`config.mk`:
```
export PLATFORM = sky130hd
export DESIGN_NAME = utf8_to_utf16_transcoder_flat
export DESIGN_NICKNAME = d
export VERILOG_FILES = /design/src/design/u8u16_pkg.sv /design/src/design/u8u16_if.sv /design/src/design/u8u16_decode.sv /design/src/design/u8u16_outbuf.sv /design/src/design/utf8_to_utf16_transcoder.sv /design/src/flat_wrapper.sv
export VERILOG_INCLUDE_DIRS = /design/src /design/src/design
export SDC_FILE = /design/constraint.sdc
export NUM_CORES = 1
export LEC_CHECK = 0
export ABC_CLOCK_PERIOD_IN_PS = 7000
export BUFFER_PORTS_ARGS = -buffer_cell sky130_fd_sc_hd__buf_2
export CAP_MARGIN = 25
export CORE_ASPECT_RATIO = 1.2
export CORE_MARGIN = 3
export CORE_UTILIZATION = 45
export DETAILED_ROUTE_END_ITERATION = 10
export GPL_TIMING_DRIVEN = 0
export PLACE_DENSITY = 0.67
export SLEW_MARGIN = 30
export SYNTH_ARGS = -nofsm -noshare
export SYNTH_HDL_FRONTEND = slang
export SYNTH_HIERARCHICAL = 1
export SYNTH_SLANG_ARGS = --single-unit
```
`constraint.sdc`:
```
create_clock -name clk -period 7 [get_ports clk]
set_input_delay 0.35 -clock clk [delete_from_list [all_inputs] [get_ports clk]]
set_output_delay 0.35 -clock clk [all_outputs]
set_load 0.005 [all_outputs]
```
`src/design/utf8_to_utf16_transcoder_assert.svh`:
```
// assertion macros for the utf8 to utf16 transcoder
// no dependencies; included by the top level
`ifndef UTF8_TO_UTF16_TRANSCODER_ASSERT_SVH
`define UTF8_TO_UTF16_TRANSCODER_ASSERT_SVH
`ifndef NO_ASSERTIONS
`define U8U16_ASSERT_SAME(label, clk, rst_n, ante, cons) \
	label: assert property (@(posedge clk) disable iff (!rst_n) (ante) |-> (cons)) \
		else $error("u8u16 same-cycle check failed");
`define U8U16_ASSERT_NEXT(label, clk, rst_n, ante, cons) \
	label: assert property (@(posedge clk) disable iff (!rst_n) (ante) |=> (cons)) \
		else $error("u8u16 next-cycle check failed");
`else
`define U8U16_ASSERT_SAME(label, clk, rst_n, ante, cons)
`define U8U16_ASSERT_NEXT(label, clk, rst_n, ante, cons)
`endif
`endif

```
`src/design/u8u16_pkg.sv`:
```
// shared types, constants and decode helpers for the utf8 to utf16 transcoder
// no dependencies
package u8u16_pkg;

	typedef logic [15:0] unit_t;

	localparam int MaxUnits = 3;

	localparam unit_t UNIT_SUBST = 16'h007E;
	localparam unit_t UNIT_TERM  = 16'h0000;
	localparam logic [5:0] HI_SURR_TAG = 6'b110110;
	localparam logic [5:0] LO_SURR_TAG = 6'b110111;
	localparam logic [31:0] BMP_MAX   = 32'h0000FFFF;
	localparam logic [31:0] CP_MAX    = 32'h0010FFFF;
	localparam logic [20:0] PLANE1    = 21'h010000;

	typedef struct packed {
		logic [1:0]               count;
		logic [MaxUnits-1:0][15:0] unit;
		logic [MaxUnits-1:0]       eos;
	} unit_group_t;

	typedef struct packed {
		logic mid_seq;
	} dec_status_t;

	function automatic logic [2:0] trailing_of(input logic [7:0] b);
		logic [2:0] n;
		n = 3'd0;
		if (b >= 8'hFC) n = 3'd5;
		else if (b >= 8'hF8) n = 3'd4;
		else if (b >= 8'hF0) n = 3'd3;
		else if (b >= 8'hE0) n = 3'd2;
		else if (b >= 8'hC0) n = 3'd1;
		return n;
	endfunction

	function automatic logic [31:0] seq_offset(input logic [2:0] n);
		logic [31:0] v;
		case (n)
			3'd1: v = 32'h00003080;
			3'd2: v = 32'h000E2080;
			3'd3: v = 32'h03C82080;
			3'd4: v = 32'hFA082080;
			3'd5: v = 32'h82082080;
			default: v = 32'h00000000;
		endcase
		return v;
	endfunction

endpackage

```
`src/design/u8u16_if.sv`:
```
// byte and code unit channel interfaces for the utf8 to utf16 transcoder
// no dependencies
interface u8u16_byte_if;
	logic       valid;
	logic       ready;
	logic [7:0] in_byte;
	logic       final_byte;

	modport source (output valid, output in_byte, output final_byte, input ready);
	modport sink (input valid, input in_byte, input final_byte, output ready);
endinterface

interface u8u16_unit_if;
	logic        valid;
	logic        ready;
	logic [15:0] code_unit;
	logic        end_of_string;

	modport source (output valid, output code_unit, output end_of_string, input ready);
	modport sink (input valid, input code_unit, input end_of_string, output ready);
endinterface

```
`src/design/u8u16_decode.sv`:
```
// sequence state and code point to code unit conversion for one byte
// depends on u8u16_pkg
module u8u16_decode (
	input  logic                     clk,
	input  logic                     arst_n,
	input  logic                     advance,
	input  logic [7:0]               in_byte,
	input  logic                     final_byte,
	output u8u16_pkg::unit_group_t   group,
	output u8u16_pkg::dec_status_t   status
);
	import u8u16_pkg::*;

	logic [31:0] code_accum_q, acc_nx, acc_sh, cp;
	logic [2:0]  bytes_left_q, left_nx, seq_trailing_q, seq_nx, n;
	logic        cp_valid;
	logic [20:0] sv;
	logic [1:0]  k;

	always_comb begin
		acc_sh   = {code_accum_q[25:0], 6'b0} + {24'b0, in_byte};
		n        = trailing_of(in_byte);
		acc_nx   = code_accum_q;
		left_nx  = bytes_left_q;
		seq_nx   = seq_trailing_q;
		cp_valid = 1'b0;
		cp       = {24'b0, in_byte};
		if (bytes_left_q == 3'd0) begin
			if (n == 3'd0) begin
				cp_valid = 1'b1;
			end else begin
				acc_nx  = {24'b0, in_byte};
				seq_nx  = n;
				left_nx = n;
			end
		end else begin
			acc_nx  = acc_sh;
			left_nx = bytes_left_q - 3'd1;
			if (left_nx == 3'd0) begin
				cp_valid = 1'b1;
				cp       = acc_sh - seq_offset(seq_trailing_q);
				acc_nx   = 32'd0;
				seq_nx   = 3'd0;
			end
		end
	end

	always_comb begin
		sv    = cp[20:0] - PLANE1;
		group = '0;
		k     = 2'd0;
		if (cp_valid) begin
			if (cp <= BMP_MAX) begin
				group.unit[k] = cp[15:0];
				k = k + 2'd1;
			end else if (cp > CP_MAX) begin
				group.unit[k] = UNIT_SUBST;
				k = k + 2'd1;
			end else begin
				group.unit[k] = {HI_SURR_TAG, sv[19:10]};
				k = k + 2'd1;
				group.unit[k] = {LO_SURR_TAG, sv[9:0]};
				k = k + 2'd1;
			end
		end
		if (final_byte) begin
			if (left_nx != 3'd0) begin
				group.unit[k] = UNIT_SUBST;
				k = k + 2'd1;
			end
			group.unit[k] = UNIT_TERM;
			group.eos[k]  = 1'b1;
			k = k + 2'd1;
		end
		group.count = k;
	end

	always_ff @(posedge clk or negedge arst_n) begin
		if (!arst_n) begin
			code_accum_q   <= '0;
			bytes_left_q   <= '0;
			seq_trailing_q <= '0;
		end else if (advance) begin
			if (final_byte) begin
				code_accum_q   <= '0;
				bytes_left_q   <= '0;
				seq_trailing_q <= '0;
			end else begin
				code_accum_q   <= acc_nx;
				bytes_left_q   <= left_nx;
				seq_trailing_q <= seq_nx;
			end
		end
	end

	assign status.mid_seq = (bytes_left_q != 3'd0);
endmodule

```
`src/design/u8u16_outbuf.sv`:
```
// result register holding up to three code units, drained one word per cycle while the sink is ready
// depends on u8u16_pkg and u8u16_unit_if
module u8u16_outbuf (
	input  logic                   clk,
	input  logic                   arst_n,
	input  logic                   load,
	input  u8u16_pkg::unit_group_t group,
	output logic                   free,
	u8u16_unit_if.source           units
);
	import u8u16_pkg::*;

	logic [MaxUnits-1:0][15:0] unit_q;
	logic [MaxUnits-1:0]       eos_q;
	logic [1:0]                cnt_q, rd_q;
	logic                      take;

	assign take                = units.valid && units.ready;
	assign units.valid         = (cnt_q != 2'd0);
	assign units.code_unit     = unit_q[rd_q];
	assign units.end_of_string = eos_q[rd_q];
	assign free                = (cnt_q == 2'd0) || (cnt_q == 2'd1 && units.ready);

	always_ff @(posedge clk or negedge arst_n) begin
		if (!arst_n) begin
			cnt_q <= '0;
			rd_q  <= '0;
		end else if (load) begin
			cnt_q <= group.count;
			rd_q  <= '0;
		end else if (take) begin
			cnt_q <= cnt_q - 2'd1;
			rd_q  <= rd_q + 2'd1;
		end
	end

	always_ff @(posedge clk) begin
		if (load) begin
			unit_q <= group.unit;
			eos_q  <= group.eos;
		end
	end
endmodule

```
`src/design/utf8_to_utf16_transcoder.sv`:
```
// top level of the utf8 to utf16 transcoder: input register, decode, result register
// depends on u8u16_pkg, u8u16_if, u8u16_decode, u8u16_outbuf and the assertion header

// Takes one UTF-8 byte per word, final_byte set on the last byte of a string, and
// returns UTF-16 code units, each string closed by a zero unit with end_of_string
// set. A byte is taken every cycle while the sink is ready and each byte yields at
// most one unit; a byte that yields more (surrogate pair, substitute, terminator,
// up to three units) holds the input while the result register drains one unit
// per cycle to a ready sink. Lead bytes of multi-byte sequences yield no unit.
// Each byte passes the input register, then is decoded into the result register.
// Continuation bytes are not checked, extended five and six byte forms are decoded,
// code points above 0x10FFFF and strings cut inside a sequence give a '~' unit.
`include "utf8_to_utf16_transcoder_assert.svh"

module utf8_to_utf16_transcoder (
	input  logic          clk,
	input  logic          arst_n,
	u8u16_byte_if.sink    bytes,
	u8u16_unit_if.source  units
);
	import u8u16_pkg::*;

	logic        valid_s1, fin_s1;
	logic [7:0]  byte_s1;
	logic        buf_free, advance;
	unit_group_t group;
	dec_status_t status;

	assign advance     = valid_s1 && buf_free;
	assign bytes.ready = !valid_s1 || buf_free;

	always_ff @(posedge clk or negedge arst_n) begin
		if (!arst_n) begin
			valid_s1 <= 1'b0;
		end else if (bytes.valid && bytes.ready) begin
			valid_s1 <= 1'b1;
		end else if (advance) begin
			valid_s1 <= 1'b0;
		end
	end

	always_ff @(posedge clk) begin
		if (bytes.valid && bytes.ready) begin
			byte_s1 <= bytes.in_byte;
			fin_s1  <= bytes.final_byte;
		end
	end

	u8u16_decode u_decode (
		.clk        (clk),
		.arst_n     (arst_n),
		.advance    (advance),
		.in_byte    (byte_s1),
		.final_byte (fin_s1),
		.group      (group),
		.status     (status)
	);

	u8u16_outbuf u_outbuf (
		.clk    (clk),
		.arst_n (arst_n),
		.load   (advance),
		.group  (group),
		.free   (buf_free),
		.units  (units)
	);

	`U8U16_ASSERT_NEXT(a_fin_clears_seq, clk, arst_n, advance && fin_s1, !status.mid_seq)
	`U8U16_ASSERT_NEXT(a_fin_gives_unit, clk, arst_n, advance && fin_s1, units.valid)
	`U8U16_ASSERT_SAME(a_term_is_zero, clk, arst_n, units.valid && units.end_of_string, units.code_unit == UNIT_TERM)
endmodule

```
`src/flat_wrapper.sv`:
```
// flat-port wrapper written by rule: the top's interface ports become plain ports
module utf8_to_utf16_transcoder_flat import u8u16_pkg::*;
  (clk, arst_n, bytes_valid, bytes_in_byte, bytes_final_byte, bytes_ready, units_valid, units_code_unit, units_end_of_string, units_ready);
  u8u16_byte_if bytes_i ();
  u8u16_unit_if units_i ();
  input  logic clk;
  input  logic arst_n;
  input wire logic [$bits(bytes_i.valid)-1:0] bytes_valid;
  input wire logic [$bits(bytes_i.in_byte)-1:0] bytes_in_byte;
  input wire logic [$bits(bytes_i.final_byte)-1:0] bytes_final_byte;
  output wire logic [$bits(bytes_i.ready)-1:0] bytes_ready;
  output wire logic [$bits(units_i.valid)-1:0] units_valid;
  output wire logic [$bits(units_i.code_unit)-1:0] units_code_unit;
  output wire logic [$bits(units_i.end_of_string)-1:0] units_end_of_string;
  input wire logic [$bits(units_i.ready)-1:0] units_ready;
  assign bytes_i.valid = bytes_valid;
  assign bytes_i.in_byte = bytes_in_byte;
  assign bytes_i.final_byte = bytes_final_byte;
  assign bytes_ready = bytes_i.ready;
  assign units_valid = units_i.valid;
  assign units_code_unit = units_i.code_unit;
  assign units_end_of_string = units_i.end_of_string;
  assign units_i.ready = units_ready;
  utf8_to_utf16_transcoder u_core (.clk(clk), .arst_n(arst_n), .bytes(bytes_i), .units(units_i));
endmodule
```
==> flow_metrics.py <==
metrics = {
    "status": {
        "status": "finished clean",
    },
    "logic_synthesis": {
        "synthSimpleGateAreaFrac": 0.203,
        "yosys-top-cells-count": "nand2_1 (85), edfxtp_1 (60), nor2_1 (40)",
        "yosysWarnings": 6,
        "synth_xor_area_frac": 0.0480,
        "synth_most_common_cell": "nand2_1",
        "yosysTopAreaCell": "edfxtp_1",
        "synth-seq-cells": 97,
        "syn_area_sq_mm": 0.00689,
        "async_flop_share": 0.381,
        "synth.avg_cell_area_sq_um": 9.54,
        "synth_top_area_frac": 0.262,
        "synth_ff_type": "edfxtp_1",
        "ys_seq_area_frac": 0.396,
        "synth_cell_type_count": 87,
        "muxShareOfSynthArea": 0.0369,
        "synthCells": 722,
        "ys_top_cells_by_area": "edfxtp_1 (26%), dfrtp_1 (13%), ha_1 (5.4%)",
        "synth_compound_area_frac": 0.189,
        "synth_top_family_by_area": "simple AND/OR/NAND/NOR gates",
        "synth_fa_ha_area_frac": 0.0574,
        "synth_edf_count": 60,
    },
    "routing": {
        "firstDrtPassIters": 6,
        "drc": 0,
        "drt-initial-drc-count": 563,
        "drt-total-wl_mm": 18.5,
        "wl_met3_microns": 791,
        "wl_per_cell_microns": 18.9,
        "highest_layer": "met4",
        "antenna_left": 0,
        "wl_met1_mm": 7.50,
        "wl_met2_mm": 9.45,
        "viasPerCell": 5.86,
        "vias": 5747,
    },
    "placed_design": {
        "gp_congestion": 0.915,
        "dp.cells": 964,
        "post-dp-hpwl_mm": 14.1,
        "port-buffer-count": 31,
    },
    "finish": {
        "fin_cells": 981,
        "fin_nets": 820,
        "antennaDiodeCount": 0,
        "drive_above_1_share": 0.160,
        "fin_util": 0.525,
        "syn2layout_area_growth_pct": 12.2,
    },
    "floorplan": {
        "core_area_sq_mm": 0.0147,
        "start_util": 0.468,
        "row_count": 48,
        "die-area_sq_mm": 0.0168,
        "io_pins": 32,
        "dieWidth_microns": 119,
        "die_h_microns": 142,
    },
    "global_routing": {
        "grt_max_degree": 55,
        "antenna_found_initial": 0,
        "grt_pass1_vias": 5713,
        "grt_pass1_wl_mm": 29.9,
        "groute.usage.overall": 0.223,
        "overflow": 0,
    },
    "clocking": {
        "numCtsBuffers": 9,
        "htreeDepth": 3,
        "clock-sinks": 97,
        "clk_latency_ns": 0.35,
        "clk_pin_slew_ns": 0.07,
        "clock-root-buffer": "clkbuf_16",
        "clockBufferDepth": 2,
        "cts_tree": "built",
    },
    "worst_setup_path": {
        "criticalPathCategory": "reg -> reg",
        "critPathRequiredTime_ns": 7.14,
        "path_cells": "ha_1 -> inv_1 -> fa_1 -> nand3b_1 -> nor2_1 -> xor2_1 -> ha_1 -> a21oi_1 -> and4_1 -> a32o_1 -> o211ai_1 -> a21boi_1 -> xnor2_1 -> o41a_1 -> nand2_1 -> a211oi_4 -> buf_6 -> inv_1 -> ha_1 -> mux2i_1 -> ha_1 -> nand2_1 -> nand2_1 -> o31ai_2",
        "arrival_ns": 6.77,
        "cp_slowest_cell": "xnor2_1",
        "start_kind": "register",
        "cpPeakStageDelay_ns": 0.67,
        "crit_path_max_fanout": 15,
        "cp_common_cell": "ha_1",
        "crit_buf_inv": 3,
        "cp-end-kind": "register",
        "critical_path.top_delay_family": "compound AO/OA/AOI/OAI gates",
    },
    "sta": {
        "fin_setup_tns_ns": 0,
        "finalCriticalPeriod_ns": 6.63,
        "post-route-period-util": 0.947,
        "finClkSkew_ns": 0.0127,
        "fmax_mhz": 151,
        "holdWs_ns": 0.173,
        "setup_viol": 0,
        "maxSlewViolCount": 0,
        "finalHoldViolCount": 0,
        "slew_headroom": 0.375,
        "tightest_slew_ns": 0.932,
    },
    "hold_path": {
        "hp-class": "in -> reg",
    },
    "run": {
        "maxCapViolCount": 0,
    },
}
==> routing by layer <==
layer / track usage / up-vias
li1: - / 2749
met1: 0.262 / 2751
met2: 0.403 / 192
met3: 0.0351 / 55
met4: 0.0982 / 0
met5: 0 / -
==> layout make-up <==
cell class	count	area (sq um)
Buffer	52	349
Clock buffer	9	225
Clock inverter	7	61.3
Fill cell	1339	6980
Inverter	32	120
Multi-Input combinational cell	549	3790
Sequential cell	97	2730
Tap cell	200	250
Timing Repair Buffer	35	210
==> kinds of logic (layout without fill, tap and decap cells) <==
logic type,Yosys count,after routing
simple gates,261,261
flops,97,97
compound gates,185,185
fa+ha+maj,31,31
xor+xnor,36,36
mux,25,25
buf+inv,86,135
other cells,1,11
==> cells in the final DEF (no fill, tap or decap), drive strengths merged, types with 5 or more instances in the layout <==
| cell type | count |
|---|---|
| a211o | 5 |
| a211oi | 7 |
| a21o | 6 |
| a21oi | 31 |
| a22o | 19 |
| a31o | 8 |
| and2 | 8 |
| and3 | 16 |
| and4 | 7 |
| buf | 66 |
| clkbuf | 29 |
| conb | 11 |
| dfrtp | 37 |
| edfxtp | 60 |
| ha | 30 |
| inv | 35 |
| mux2i | 22 |
| nand2 | 85 |
| nand2b | 10 |
| nand3 | 30 |
| nand4 | 9 |
| nor2 | 40 |
| nor2b | 8 |
| nor3 | 14 |
| nor3b | 8 |
| nor4 | 7 |
| o21a | 5 |
| o21ai | 52 |
| o31ai | 9 |
| or3 | 6 |
| xnor2 | 27 |
| xor2 | 9 |
==> flip-flops by register name, summed over array words and instances (netlist names) <==
| signal | count |
|---|---|
| u_core/u_decode/code_accum_q | 26 |
| u_core/u_outbuf/cnt_q | 2 |
| u_core/valid_s1 | 1 |
| u_core/fin_s1 | 1 |
| u_core/u_decode/bytes_left_q | 3 |
| u_core/u_outbuf/eos_q | 3 |
| u_core/u_outbuf/rd_q | 2 |
| u_core/u_outbuf/unit_q | 48 |
| u_core/u_decode/seq_trailing_q | 3 |
| u_core/byte_s1 | 8 |
==> timing repair <==
action                     4_1_cts  5_1_grt
hold endpoints to repair         0        6
setup buffers                    0        2
setup endpoints to repair       32       35
pin swaps                        0        2
hold buffers                     0        1
resized for setup                4       11
==> metrics by stage <==
stage | area, sq um | worst slack [ns]
after floorplan | 6930 | 1.16
after global placement | 7330 | -0.187
after detailed placement | 7360 | -0.339
after CTS | 7650 | 0.0263
after global routing | 7730 | -0.0250
final | 7730 | 0.374
==> final timing paths <==
path,startpoint,end,slack (ns),cells after the start
hold / removal,bytes_in_byte[3],u_core/byte_s1[3],0.17,1
min in group asynchronous,arst_n,u_core/u_decode/code_accum_q[17],0.51,2
setup reg to reg,u_core/byte_s1[6],u_core/u_outbuf/unit_q[5],0.37,24
max in group asynchronous,arst_n,u_core/u_outbuf/rd_q[0],6.11,2
hold reg to reg,u_core/u_decode/code_accum_q[0],u_core/u_decode/code_accum_q[0],0.52,1
setup / recovery,u_core/byte_s1[6],u_core/u_outbuf/unit_q[5],0.37,24
Power is not shown: default switching activity piles up to over one toggle a cycle in this logic, so the estimate is an artifact.
